`src/rtl/qlla_pkg.sv`:
```
package qlla_pkg;

  localparam int NumStates     = 72;
  localparam int NumActions    = 5;
  localparam int TableDepth    = NumStates * NumActions;
  localparam int TableAw       = 9;
  localparam int LaneWidth     = 64;
  localparam int StatesPerLane = 24;
  localparam logic [6:0] ResetState = 7'd25;

  typedef enum logic [2:0] {
    ActFaster = 3'd0,
    ActSlower = 3'd1,
    ActLeft   = 3'd2,
    ActRight  = 3'd3,
    ActKeep   = 3'd4
  } action_e;

  typedef enum logic [2:0] {
    RegSafety   = 3'd0,
    RegSpeedLim = 3'd1,
    RegMinSpeed = 3'd2,
    RegGain     = 3'd3,
    RegLrate    = 3'd4,
    RegDiscount = 3'd5
  } reg_e;

  typedef enum logic [3:0] {
    StClear,
    StIdle,
    StRdAct,
    StCmp,
    StRdOld,
    StMul1,
    StMul2,
    StWrite,
    StOut
  } state_e;

  // frame descriptor handed from front to back
  typedef struct packed {
    logic [6:0]  state_number;
    logic [4:0]  allowed;
    logic [19:0] reward;
  } frame_t;

  typedef struct packed {
    logic [14:0] safety_distance;
    logic [10:0] fast_speed;
    logic [10:0] slow_speed;
    logic [15:0] speed_reward_gain;
    logic [15:0] learning_rate;
    logic [15:0] discount;
  } cfg_t;

endpackage

```
`src/rtl/qlla_if.sv`:
```
interface qlla_in_if (input logic clk_i);
  logic        valid;
  logic        ready;
  logic        kind;
  logic [9:0]  lateral_offset;
  logic [15:0] gap;
  logic [10:0] ego_speed;
  modport source (output valid, kind, lateral_offset, gap, ego_speed, input ready);
  modport sink (input valid, kind, lateral_offset, gap, ego_speed, output ready);
endinterface


```
`src/rtl/qlla_front.sv`:
```
module qlla_front (
  input  logic                 clk_i,
  input  logic                 rst_ni,
  qlla_in_if.sink              in_if,
  input  qlla_pkg::cfg_t       cfg_i,
  output logic                 fr_valid_o,
  input  logic                 fr_ready_i,
  output qlla_pkg::frame_t     fr_o
);

  logic [2:0] busy_q, busy_d;
  logic       acc;
  logic [1:0] lane;
  logic [1:0] cls;
  logic [4:0] allowed;
  logic [6:0] st;
  logic signed [20:0] rw;
  logic [26:0] term;
  logic [16:0] term_sat;
  logic        hit;
  logic [9:0]  offs;
  logic signed [15:0] gap;

  assign offs  = in_if.lateral_offset;
  assign gap   = in_if.gap;
  // car reports always accepted; frames need queue room
  assign in_if.ready = in_if.kind ? fr_ready_i : 1'b1;
  assign acc = in_if.valid && in_if.ready;

  // classification
  always_comb begin
    lane = (offs >= 10'd128) ? 2'd2 : ((offs >= 10'd64) ? 2'd1 : 2'd0);
    if (in_if.ego_speed >= cfg_i.fast_speed) cls = 2'd2;
    else if (in_if.ego_speed <= cfg_i.slow_speed) cls = 2'd0;
    else cls = 2'd1;
    st = 7'(lane) * 7'd24 + (busy_q[0] ? 7'd12 : 7'd0) + (busy_q[1] ? 7'd6 : 7'd0)
         + (busy_q[2] ? 7'd3 : 7'd0) + {5'd0, cls};
    allowed = '0;
    if (lane == 2'd0 && !busy_q[1]) allowed[qlla_pkg::ActRight] = 1'b1;
    if (lane == 2'd1) begin
      if (!busy_q[2]) allowed[qlla_pkg::ActRight] = 1'b1;
      if (!busy_q[0]) allowed[qlla_pkg::ActLeft] = 1'b1;
    end
    if (lane == 2'd2 && !busy_q[1]) allowed[qlla_pkg::ActLeft] = 1'b1;
    if (cls == 2'd0) allowed[qlla_pkg::ActFaster] = 1'b1;
    else if (cls == 2'd2) allowed[qlla_pkg::ActSlower] = 1'b1;
    else begin
      allowed[qlla_pkg::ActFaster] = 1'b1;
      allowed[qlla_pkg::ActSlower] = 1'b1;
      allowed[qlla_pkg::ActKeep]   = 1'b1;
    end
    term = in_if.ego_speed * cfg_i.speed_reward_gain;
    term_sat = (term > 27'd65536) ? 17'd65536 : term[16:0];
    rw = (cls == 2'd1) ? 21'sd65536 + $signed({4'd0, term_sat}) : 21'sd0;
    rw = busy_q[lane] ? rw - 21'sd131072 : rw + 21'sd131072;
  end

  // lane occupancy flags
  always_comb begin
    busy_d = busy_q;
    hit = (gap > 16'sd0) && (gap < $signed({1'b0, cfg_i.safety_distance}));
    if (acc && !in_if.kind && hit) begin
      if (offs > 10'd64 && offs < 10'd128) busy_d[1] = 1'b1;
      else if (offs > 10'd0 && offs < 10'd64) busy_d[0] = 1'b1;
      else if (offs > 10'd128 && offs < 10'd192) busy_d[2] = 1'b1;
    end
    if (acc && in_if.kind) busy_d = '0;
  end

  always_ff @(posedge clk_i or negedge rst_ni) begin
    if (!rst_ni) busy_q <= '0;
    else busy_q <= busy_d;
  end

  assign fr_valid_o = acc && in_if.kind;
  assign fr_o.state_number = st;
  assign fr_o.allowed = allowed;
  assign fr_o.reward = rw[19:0];

endmodule

```
`src/flat_wrapper.sv`:
```
// flat-port wrapper written by rule: the top's interface ports become plain ports
module qlla_front_flat 
  (clk_i, rst_ni, cfg_i, fr_valid_o, fr_ready_i, fr_o, in_if_valid, in_if_kind, in_if_lateral_offset, in_if_gap, in_if_ego_speed, in_if_ready);
  qlla_in_if in_if_i (.clk_i(clk_i));
  input  logic clk_i;
  input  logic rst_ni;
  input  qlla_pkg::cfg_t cfg_i;
  output logic fr_valid_o;
  input  logic fr_ready_i;
  output qlla_pkg::frame_t fr_o;
  input wire logic [$bits(in_if_i.valid)-1:0] in_if_valid;
  input wire logic [$bits(in_if_i.kind)-1:0] in_if_kind;
  input wire logic [$bits(in_if_i.lateral_offset)-1:0] in_if_lateral_offset;
  input wire logic [$bits(in_if_i.gap)-1:0] in_if_gap;
  input wire logic [$bits(in_if_i.ego_speed)-1:0] in_if_ego_speed;
  output wire logic [$bits(in_if_i.ready)-1:0] in_if_ready;
  assign in_if_i.valid = in_if_valid;
  assign in_if_i.kind = in_if_kind;
  assign in_if_i.lateral_offset = in_if_lateral_offset;
  assign in_if_i.gap = in_if_gap;
  assign in_if_i.ego_speed = in_if_ego_speed;
  assign in_if_ready = in_if_i.ready;
  qlla_front u_core (.clk_i(clk_i), .rst_ni(rst_ni), .in_if(in_if_i), .cfg_i(cfg_i), .fr_valid_o(fr_valid_o), .fr_ready_i(fr_ready_i), .fr_o(fr_o));
endmodule
```
`config.mk`:
```
export PLATFORM = sky130hd
export DESIGN_NAME = qlla_front_flat
export DESIGN_NICKNAME = d
export VERILOG_FILES = /design/src/rtl/qlla_pkg.sv /design/src/rtl/qlla_if.sv /design/src/rtl/qlla_front.sv /design/src/flat_wrapper.sv
export SDC_FILE = /design/constraint.sdc
export NUM_CORES = 1
export LEC_CHECK = 0
export BUFFER_PORTS_ARGS = -buffer_cell sky130_fd_sc_hd__buf_2
export CORE_UTILIZATION = 30
export CTS_BUF_LIST = sky130_fd_sc_hd__clkbuf_8
export DETAILED_ROUTE_END_ITERATION = 10
export MAX_ROUTING_LAYER = met4
export PLACE_DENSITY = 0.55
export SLEW_MARGIN = 10
export SYNTH_ARGS = -nofsm -noshare
export SYNTH_HDL_FRONTEND = slang
export SYNTH_SLANG_ARGS = --single-unit
```
`constraint.sdc`:
```
create_clock -name clk_i -period 8 [get_ports clk_i]
set_clock_uncertainty 0.1 [all_clocks]
set_input_delay 0 -clock clk_i [delete_from_list [all_inputs] [get_ports clk_i]]
set_output_delay 0 -clock clk_i [all_outputs]
set_load 0.03 [all_outputs]
```
==> results.md <==
* CP Cell Sequence: buf_2, nand2_1, fa_1, inv_1, fa_1, fa_1, fa_1, inv_1, fa_1, inv_1, ha_1, a21oi_1, o21ai_0, a211oi_2, xor2_1, nand4_1, nor4_2, o21ai_1, nor3_1, buf_2
* Sequential share of the synthesized area at 0.971%
* Worst setup EP type: output port
* Post-synthesis mux area share at less than 1%
* Slew margin rel. at ~30%
* Critical path data arrival time at ~6400 ps
* Core Region at 0.0253 mm^2
* First-pass GRT wire length at between 30,000 and 40,000 um
* Dpl hpwl at 17,400 um
* Synth top area share at 32.9%
* DIE AREA at 0.0264 mm^2
* Largest net degree at the start of global routing at 20
* Status: finished clean
* Via/cell ratio at 4.79
* Yosys warnings at 0
* Largest register FFs at 3
* Post-DP Area at 0.00859 mm^2
* Post-synthesis xor/xnor area fraction at 2.38%
* Simple-gate area share of the yosys netlist at 21.2%
* Compound-Gate Fraction of Synth Area at 12.4%
* Crit-path slowest cell: fa_1
* GRT Util Overall at about 17%
* Drt drc at 0
* Initial core utilization at 30.6%
* Slew @ Worst Pin at slightly above 1000 ps
* Largest family of logic cells by synthesized area: adder cells
* Top FF cell, synth: dfrtp_1
* Synthesized net count at ~1.3k
* WP buf/inv at 5
* Top cells by count, synth: inv_1, fa_1, nand2_1
* Sink Count at 3
* Tcrit/Tclk final at a little over 80%
* Synthesis-to-finish area growth at 11.9%
* Number of flops mapped to enable cells by yosys at 0
* Startpoint types: input port
* Register Area at between 70 and 80 um^2
* DR WL/cell at 14.6 um
* Fin. max-slew vios at 0
* Largest register by flop count: u_core.busy_q
* Layout Cell Area excl Fill at 0.00865 mm^2
* TritonCTS Buffers at 3
* WS Path Type: in -> out
* RSZ-0062 raised after global routing: no
* Synth area leaders: fa_1, ha_1, inv_1, and2_1, nand2_1
* CP delay by family, top: adder cells
* Fin nets at 1,405
* Share of cells above drive strength 1 at about 15%
* Largest area contributor in the netlist: fa_1
* Crit path time final at approximately 6500 ps
* Initial DRC Count at 256
* Largest regs: u_core.busy_q (3)
* Final Hold Vio Count at 0
* Mapped Cells at 951
* PwrDens at between 300 and 400 mW/mm^2
* Chip Height at 163 um
* FF+latch count, synth at 3
* CTS tree: yes
* Row cnt at 58
* Clock latency on the worst-skew pair at 220 ps
* GPL Wtd Cong at 0.828
* Clk slew on worst S/H paths at 30 ps
* Setup_tns at 0 ps
* Synthesized area at 0.00773 mm^2
* P_leak at about 4.7 nW
* Setup violators final at 0
* # Max-Cap Violations at 0
* Top-count cell post-synth: inv_1
* Cell repeated most along the worst path: fa_1
* Count of distinct cell types in the synthesized netlist at 60
* Multi-input logic area at 0.00672 mm^2
* Die extent in x at 163 um
* VDD IR max at 0.235 mV
* Total wire length at between 20,000 and 25,000 um
* Fmax at 0.153 GHz
* Mapped Avg Cell Area at slightly above 8 um^2
* CTS root buffer: clkbuf_8
* CTS max path bufs at 2
* Crit Path Max Fanout at 18
* Resize count post-CTS at 0
* IO Count at 161
* Final total power at 3.23 mW
* Level count of the clock H-tree at 1
* Fin Hold WS at around 4.3 ps
* Hold Path Class: in -> async
* # diodes at 0
* Initial antenna violation count at 0
* Worst Path Required at about 7900 ps
* Ys async rst share at 100%
* Input/output buffers at 128
* Vias in the first global route at 6,916
* First-pass DRT Iterations at 4
* Antenna-violating nets left at 0
* Post-Synth Adder-Cell Area at 50.7%
* Fillers at 2,709
* Vias at 6,568
* Congestion Overflow GR at 0
* Max incr delay on CP at roughly 570 ps
==> stage by stage <==
stage / std cells / utilization (%) / setup slack, ps
after detailed placement: 1365 / 34.0 / 1400
final: 1370 / 34.2 / 1480
after global routing: 1370 / 34.2 / 926
after global placement: 1365 / 34.0 / 1480
after floorplan: 951 / - / 2090
after CTS: 1370 / 34.2 / 1360
==> routing by layer <==
| metal | up-vias | part of all wire [%] | GRT usage, % |
|---|---|---|---|
| li1 | 3229 | - | - |
| met1 | 3200 | 49 | 23.0 |
| met2 | 133 | 47 | 27.3 |
| met3 | 6 | 3.6 | 1.30 |
| met4 | 0 | 0.44 | 1.72 |
| met5 | - | 0 | - |
==> what timing repair did <==
action | 4_1_cts | 5_1_grt
setup buffers | 0 | 0
hold buffers | 1 | 0
hold endpoints to repair | 3 | 0
==> final timing paths <==
| check | to | start | slack [ps] | cells after the start |
|---|---|---|---|---|
| setup / recovery | fr_o[8] | in_if_ego_speed[7] | 1480 | 20 |
| hold / removal | u_core.busy_q[0] | rst_ni | 4 | 2 |
| setup reg to reg | u_core.busy_q[1] | u_core.busy_q[1] | 6960 | 2 |
| hold reg to reg | u_core.busy_q[2] | u_core.busy_q[2] | 520 | 1 |
| max in group asynchronous | u_core.busy_q[2] | rst_ni | 7690 | 2 |
| min in group clk_i | u_core.busy_q[2] | in_if_kind | 120 | 3 |
==> cell families after synthesis <==
family | count (synthesis)
buffers and inverters | 242
and+or+nand+nor | 316
AOI/OAI and AO/OA | 130
DFF | 3
adders and majority gates | 237
xor gates and xnor gates | 21
muxes | 2
==> final cells by class <==
| class | count | area share (%) |
|---|---|---|
| clock buffers | 3 | 0.477 |
| multi-input cells | 706 | 77.7 |
| inverters | 197 | 8.55 |
| clock inverters | 1 | 0.0434 |
| flip-flops and latches | 3 | 0.868 |
| well taps | 330 | 4.77 |
| repair buffers | 130 | 7.61 |
==> power by group <==
| group | internal (mW) | switching (mW) | total (mW) |
|---|---|---|---|
| clock network | 0.0327 | 0.0101 | 0.0427 |
| registers | 0.0159 | 0.00105 | 0.0169 |
| logic | 1.16 | 2.01 | 3.17 |
| total | 1.21 | 2.02 | 3.23 |
==> cells in the final DEF (no fill, tap or decap), types with 5 or more instances in the layout <==
cell type / instances
a211oi_1: 5
a21o_1: 18
a21oi_1: 36
a31oi_1: 5
and2_1: 79
and3_1: 5
buf_2: 128
fa_1: 127
ha_1: 110
inv_1: 198
nand2_1: 125
nand2b_1: 9
nand3_1: 7
nand4_1: 14
nor2_1: 23
nor2b_1: 7
nor3_1: 20
nor4_1: 7
o21ai_0: 15
xnor2_1: 11
xor2_1: 10
Power figures use the tool's default switching activity.
