--- config.mk ---
export PLATFORM = sky130hd
export DESIGN_NAME = qlla_fifo
export DESIGN_NICKNAME = d
export VERILOG_FILES = /design/src/rtl/qlla_pkg.sv /design/src/rtl/qlla_fifo.sv
export SDC_FILE = /design/constraint.sdc
export NUM_CORES = 1
export LEC_CHECK = 0
export BUFFER_PORTS_ARGS = -buffer_cell sky130_fd_sc_hd__buf_2
export CAP_MARGIN = 5
export CORE_MARGIN = 1
export CORE_UTILIZATION = 46
export DETAILED_ROUTE_END_ITERATION = 8
export GPL_TIMING_DRIVEN = 1
export PLACE_DENSITY = 0.82
export SLEW_MARGIN = 20
export SYNTH_ARGS = -nofsm -noshare
export SYNTH_HDL_FRONTEND = slang
export SYNTH_SLANG_ARGS = --single-unit
--- constraint.sdc ---
create_clock -name clk_i -period 2.35 [get_ports clk_i]
set_input_delay 0.235 -clock clk_i [delete_from_list [all_inputs] [get_ports clk_i]]
set_output_delay 0.235 -clock clk_i [all_outputs]
set_load 0.03 [all_outputs]
--- src/rtl/qlla_pkg.sv ---
package qlla_pkg;

  localparam int NumStates     = 72;
  localparam int NumActions    = 5;
  localparam int TableDepth    = NumStates * NumActions;
  localparam int TableAw       = 9;
  localparam int LaneWidth     = 64;
  localparam int StatesPerLane = 24;
  localparam logic [6:0] ResetState = 7'd25;

  typedef enum logic [2:0] {
    ActFaster = 3'd0,
    ActSlower = 3'd1,
    ActLeft   = 3'd2,
    ActRight  = 3'd3,
    ActKeep   = 3'd4
  } action_e;

  typedef enum logic [2:0] {
    RegSafety   = 3'd0,
    RegSpeedLim = 3'd1,
    RegMinSpeed = 3'd2,
    RegGain     = 3'd3,
    RegLrate    = 3'd4,
    RegDiscount = 3'd5
  } reg_e;

  typedef enum logic [3:0] {
    StClear,
    StIdle,
    StRdAct,
    StCmp,
    StRdOld,
    StMul1,
    StMul2,
    StWrite,
    StOut
  } state_e;

  // frame descriptor handed from front to back
  typedef struct packed {
    logic [6:0]  state_number;
    logic [4:0]  allowed;
    logic [19:0] reward;
  } frame_t;

  typedef struct packed {
    logic [14:0] safety_distance;
    logic [10:0] fast_speed;
    logic [10:0] slow_speed;
    logic [15:0] speed_reward_gain;
    logic [15:0] learning_rate;
    logic [15:0] discount;
  } cfg_t;

endpackage

--- src/rtl/qlla_fifo.sv ---
module qlla_fifo (
  input  logic             clk_i,
  input  logic             rst_ni,
  input  logic             wr_valid_i,
  output logic             wr_ready_o,
  input  qlla_pkg::frame_t wr_data_i,
  output logic             rd_valid_o,
  input  logic             rd_ready_i,
  output qlla_pkg::frame_t rd_data_o
);

  qlla_pkg::frame_t mem_q [2];
  logic       wp_q, rp_q;
  logic [1:0] cnt_q;
  logic       wr, rd;

  assign wr_ready_o = cnt_q != 2'd2;
  assign rd_valid_o = cnt_q != 2'd0;
  assign wr = wr_valid_i && wr_ready_o;
  assign rd = rd_valid_o && rd_ready_i;
  assign rd_data_o = mem_q[rp_q];

  always_ff @(posedge clk_i) begin
    if (wr) mem_q[wp_q] <= wr_data_i;
  end

  always_ff @(posedge clk_i or negedge rst_ni) begin
    if (!rst_ni) begin
      wp_q <= 1'b0;
      rp_q <= 1'b0;
      cnt_q <= '0;
    end else begin
      if (wr) wp_q <= ~wp_q;
      if (rd) rp_q <= ~rp_q;
      cnt_q <= cnt_q + 2'(wr) - 2'(rd);
    end
  end

endmodule

==> results of run 1 <==
==> area by class of cell <==
type	count	area [um2]	share of cell area, %
flip-flops and latches	68	2020	64.2
inverters	1	3.75	0.119
repair buffers	75	405	12.9
well taps	70	87.6	2.78
multi-input cells	44	463	14.7
clock buffers	10	128	4.05
clock inverters	4	42.5	1.35
==> sequential cells by signal (all words and copies together), names as in the netlist <==
signal  flops
mem_q      64
wp_q        1
cnt_q       2
rp_q        1
==> through the flow <==
stage | instance area, um2 | utilization, % | hold WS (ns) | cells | power (W)
2_1_floorplan | 2520 | - | -0.0606 | 117 | 0.00298
3_3_place_gp | 2970 | 57.1 | 0.0459 | 257 | 0.00336
3_5_place_dp | 2970 | 57.1 | 0.0460 | 257 | 0.00339
4_1_cts | 3150 | 60.6 | 0.0755 | 272 | 0.00424
5_1_grt | 3150 | 60.6 | 0.0751 | 272 | 0.00438
6_report | 3150 | 60.6 | 0.0947 | 272 | 0.00419
==> critical path: stages (launching register included) <==
cell and delay (ns):
dfrtp_1 0.34, buf_4 0.29, mux2_2 0.38, buf_2 0.18
==> timing repair <==
action | CTS | global route
hold buffers | 1 | 0
endpoints found under the hold margin | 4 | 0
buffers inserted | 0 | 0
==> final timing paths <==
check	start	end	cells past startpoint
max	rp_q$_DFFE_PN0P_	rd_data_o[7]	3
min	wr_data_i[22]	mem_q[0][22]$_DFFE_PP_	1
max reg2reg	cnt_q[1]$_DFF_PN0_	cnt_q[1]$_DFF_PN0_	7
min reg2reg	cnt_q[0]$_DFF_PN0_	cnt_q[0]$_DFF_PN0_	1
max in group asynchronous	rst_ni	wp_q$_DFFE_PN0N_	2
min in group asynchronous	rst_ni	cnt_q[1]$_DFF_PN0_	2
==> report_power, final <==
group,switching [W],leakage (nW),internal (W)
sequential,0.0000774,0.641,0.00166
clock,0.000369,0.0871,0.000469
combinational,0.00103,0.479,0.000585
==> synth_stat cells <==
library cell / n / area [um2]
and3_1: 1 / 6.26
inv_1: 1 / 3.75
and2_4: 1 / 8.76
nand2b_1: 1 / 6.26
buf_2: 1 / 5.00
buf_6: 3 / 33.8
mux2_2: 32 / 360
dfrtp_1: 4 / 100
nand2_1: 1 / 3.75
ha_1: 2 / 25.0
xor2_1: 1 / 8.76
xnor2_1: 3 / 26.3
or2_1: 1 / 6.26
edfxtp_1: 64 / 1920
nor2_1: 1 / 3.75
==> metal layers <==
metal  vias to the layer above  part of all wire (%)  track usage (%)
li1                        614                     -                -
met1                       635                    38             14.5
met2                        46                    54             26.9
met3                         6                   5.9             5.63
met4                         0                   1.4             7.50
met5                         -                     0                0
==> cells in the final DEF (no fill, tap or decap), types with 2 or more instances in the layout <==
cell type / n
buf_4: 4
buf_2: 69
ha_1: 2
mux2_2: 32
clkbuf_8: 9
xnor2_1: 3
dfrtp_1: 4
edfxtp_1: 64
clkinv_1: 2
==> kinds of logic (layout without fill, tap and decap cells) <==
group | after synthesis | count (layout)
flip-flops | 68 | 68
AND/OR/NAND/NOR | 6 | 6
adder cells (fa/ha/maj) | 2 | 2
buffers and inverters | 5 | 90
XOR/XNOR | 4 | 4
multiplexers | 32 | 32
==> impl_results.md, run 1 <==
* DRC viols at 0
* Slew HR at 73.3%
* Largest net degree at the start of global routing at 22
* Clock sink count at 68
* Die Y-Extent at about 76 um
* Number of global-route vias before repair at 1407
* Clk_lat worst skew at 0.33 ns
* IO buf count at 69
* Largest family of logic cells by synthesized area: multiplexers
* Crit. End Element: output port
* Final wirelength at about 3.8 mm
* Max clock buf depth at 2
* Row count at 26
* Setup Skew at 0.00926 ns
* Worst-Margin Slew at 0.400 ns
* Maximum VDD drop at 0.000881 V
* Max Cap Viol at 0
* Mux share of post-synthesis cell area at between 10 and 15%
* Diodes inserted at 0
* Fmax at 569 MHz
* Initial Util at 48.4%
* Gr ovfl total at 0
* Placer Congestion at 0.706
* Register area share after synthesis at 80.2%
* Worst hold path class: in2reg
* Simple-gate area share of the yosys netlist at 1.39%
* CTS Buf Count at 9
* DP Worst Slack at a little under 0.7 ns
* Resized cells post-CTS at 0
* PwrDens at 1330 nW/um2
* Fill cells at 389
* Detailed Routing Iterations Pass 1 at 4
* Unrepaired setup endpoints after global routing: false
* Root buffer cell: clkbuf_8
* Detailed placer's ending HPWL at 2.65 mm
* Adder-Cell Fraction of Synth Area at 0.993%
* Crit path time final at 1.76 ns
* TritonCTS clock tree: yes
* Synth Area in Compound Gates at 0%
* Crit Path Max Fanout at 20
* Synth Cell Area at 2520 um2
* Unique cell type count in the Yosys netlist at 15
* Post-DRT Antenna Nets at 0
* Setup TNS at 0 ns
* Avg Cell Area, Syn at 21.5 um2
* GRT Util Overall at 14.8%
* XOR/XNOR share of the synthesized area at between 1 and 1.5%
* Critical Path AT at roughly 1.5 ns
* DR vias/cell at approximately 4.8
* Share of cells above drive strength 1 at 58.9%
* Initial antenna violation count at 0
* Yosys reg bits at about 70
* Final setup violation count at 0
* Avg WL per Cell at 14.1 um
* Crit path launch type: register
* Final Net Count at 237
* Die area at about 5800 um2
* Outcome: finished clean
* H-tree levels at 3
* Static leakage at 1.21 nW
* Cell count after synthesis at 117
* Final Hold Viols at 0
* Synth-to-Final Area Change at 25.1%
* CP Data Required Time at 2.12 ns
* Final Max Tran Viols at 0
* Initial DRC Count at 36
* Tcrit/Tclk final at 74.7%
* First-pass GRT wire length at 6.20 mm
* Worst setup margin at between 0.5 and 0.6 ns
* Crit Path Class: reg2out
* Worst-path clk slew at 0.07 ns
* Core Area at 5200 um2
* Syn_nets at 155
* # IOs at 70
* Die W at 76.0 um
* Reg2reg setup slack at 0.66 ns
* Ys Warns at 0
* Via count at 1301
Note: power is estimated with default switching activity, not from simulation.
==> inputs of run 2 (changes only) <==
--- a/config.mk
+++ b/config.mk
@@ -8,10 +8,10 @@
 export BUFFER_PORTS_ARGS = -buffer_cell sky130_fd_sc_hd__buf_2
 export CAP_MARGIN = 5
 export CORE_MARGIN = 1
-export CORE_UTILIZATION = 46
+export CORE_UTILIZATION = 51
 export DETAILED_ROUTE_END_ITERATION = 8
 export GPL_TIMING_DRIVEN = 1
-export PLACE_DENSITY = 0.82
+export PLACE_DENSITY = 0.86
 export SLEW_MARGIN = 20
 export SYNTH_ARGS = -nofsm -noshare
 export SYNTH_HDL_FRONTEND = slang
==> constraint.sdc (replaced) <==
create_clock -name clk_i -period 1.65 [get_ports clk_i]
set_input_delay 0.165 -clock clk_i [delete_from_list [all_inputs] [get_ports clk_i]]
set_output_delay 0.165 -clock clk_i [all_outputs]
set_load 0.03 [all_outputs]
==> impl_results.md, run 2 (synthesis results as in run 1) <==
* Tcrit/Tclk final at 98.9%
* TritonCTS clock tree: yes
* Final Hold Viols at 0 (unchanged)
* Avg WL per Cell at 15.5 um (+10%)
* Commonest non-fill, non-tap cells in the layout: 64 x edfxtp_1, 55 x buf_2, 32 x mux2_2, 11 x buf_6, 9 x clkbuf_8
* Crit Path Max Fanout at 12 (-40%)
* Commonest non-fill, non-tap cell in the layout: edfxtp_1
* CP Data Required Time at 1.48 ns (-0.64 ns)
* Worst-path clk slew at 0.06 ns (about the same)
* Via count at 1360 (+4.5%)
* PwrDens at 1940 nW/um2 (+46%)
* Worst hold path class: in2reg
* Final wirelength at 4.26 mm (+11%)
* Max clock buf depth at 2 (unchanged)
* Root buffer cell: clkbuf_8
* Area of the multi-input gates at 492 um2 (+6.2%)
* Detailed placer's ending HPWL at 2.79 mm (+5.4%)
* Placed Instance Area at 3040 um2 (+2.2%)
* Initial DRC Count at 80 (+120%)
* Gr ovfl total at 0 (unchanged)
* # IOs at 70 (unchanged)
* Number of global-route vias before repair at 1356 (-3.6%)
* Core Area at 4720 um2 (-9.3%)
* First-pass GRT wire length at 6.03 mm (-2.7%)
* IO buf count at 69 (unchanged)
* DR vias/cell at 4.96 (+3.8%)
* Die Y-Extent at 72.3 um (-4.9%)
* Synth-to-Final Area Change at 32.6%
* Maximum VDD drop at 0.00145 V (+65%)
* Fill cells at 299 (-23%)
* Detailed Routing Iterations Pass 1 at 4 (unchanged)
* Register area at 2020 um2 (about the same)
* Setup TNS at 0 ns (unchanged)
* Share of cells above drive strength 1 at 62.8% (+3.9 points)
* Static leakage at 1.27 nW (+5.4%)
* Crit path launch type: register
* Crit. End Element: output port
* Diodes inserted at 0 (unchanged)
* Unrepaired setup endpoints after global routing: true
* Crit Path Class: reg2out
* Crit path time final at 1.63 ns
* Top reg by flops: mem_q
* CTS Buf Count at 9 (unchanged)
* Post-DRT Antenna Nets at 0 (unchanged)
* Initial Util at 53.4% (+4.9 points)
* Largest net degree at the start of global routing at 26 (+18%)
* Die W at 72.3 um (-4.9%)
* Die area at 5230 um2 (-9.6%)
* Final Max Tran Viols at 0 (unchanged)
* Fmax at about 600 MHz
* Clk_lat worst skew at 0.32 ns (about the same)
* Initial antenna violation count at 0 (unchanged)
* Post-CTS setup buffers at 0 (unchanged)
* Top flop regs: mem_q (64), cnt_q (2)
* Worst-Margin Slew at 0.206 ns (-0.194 ns)
* DRC viols at 0 (unchanged)
* Slew HR at 86.2% (+13 points)
* Max reg flops at 64 (unchanged)
* Outcome: finished clean
* Final Cell Area at 3340 um2 (+6.0%)
* Final setup violation count at 0 (unchanged)
* Placer Congestion at 0.773 (+9.6%)
* Critical Path AT at 1.47 ns (-0.05 ns)
* Setup Skew at 0.00393 ns (-0.00534 ns)
* Final Net Count at 241 (+1.7%)
* H-tree levels at 3 (unchanged)
* Clock sink count at 68 (unchanged)
* Max Cap Viol at 0 (unchanged)
* GRT Util Overall at 16.2% (+1.4 points)
* Row count at 25 (-3.8%)
-- run 2: worst paths after layout --
check,to,startpoint,slack (ns),cells after the start
worst min register to register,wp_q$_DFFE_PN0N_,wp_q$_DFFE_PN0N_,0.55,1
worst max register to register,cnt_q[1]$_DFF_PN0_,cnt_q[0]$_DFF_PN0_,0.04,7
worst max-delay path,rd_data_o[27],rp_q$_DFFE_PN0P_,0.02,3
worst min-delay path,mem_q[1][11]$_DFFE_PP_,wr_data_i[11],0.03,1
min in group asynchronous,cnt_q[1]$_DFF_PN0_,rst_ni,0.18,2
max in group asynchronous,rp_q$_DFFE_PN0P_,rst_ni,1.34,2
-- run 2: per-stage QoR --
step	utilization, %	std cells	hold WS, ns	power, W	setup slack, ns
floorplan	-	117	-0.131	0.00427	-0.00487
global placement	64.3	257	-0.0231	0.00493	0.0356
detailed placement	64.3	257	-0.0231	0.00500	0.00589
CTS	68.8	273	0.0126	0.00631	-0.00646
global route	70.8	274	0.00919	0.00675	-0.0312
finish	70.8	274	0.0286	0.00648	0.0177
-- run 2: area by class of cell --
| class | count | share of cell area [%] |
|---|---|---|
| Sequential cell | 68 | 60.5 |
| Clock buffer | 11 | 3.93 |
| Tap cell | 67 | 2.51 |
| Inverter | 1 | 0.112 |
| Clock inverter | 4 | 1.24 |
| Timing Repair Buffer | 79 | 17.0 |
| Multi-Input combinational cell | 44 | 14.7 |
-- run 2: power breakdown --
group | internal [W] | total, W | switching [W] | leakage [nW]
combinational | 0.00121 | 0.00278 | 0.00157 | 0.547
clock | 0.000676 | 0.00121 | 0.000532 | 0.0859
sequential | 0.00237 | 0.00249 | 0.000125 | 0.640
-- run 2: worst max-delay path, stage by stage (launching register included) --
cell and delay [ns]:
dfrtp_2 0.43, clkbuf_16 0.20, mux2_2 0.33, buf_2 0.18
-- run 2: what timing repair did --
action / CTS / global route
hold endpoints to repair: 4 / 0
gates cloned: 0 / 1
endpoints found under the setup margin: 10 / 33
pin swaps: 1 / 3
gates resized for setup: 10 / 24
hold buffers: 1 / 0
-- run 2: metal layers --
layer | global-route usage [%] | share of wire [%] | vias to the layer above
li1 | - | - | 624
met1 | 18.2 | 40 | 666
met2 | 27.5 | 52 | 66
met3 | 6.11 | 7.3 | 4
met4 | 7.19 | 0.92 | 0
met5 | 0 | 0 | -
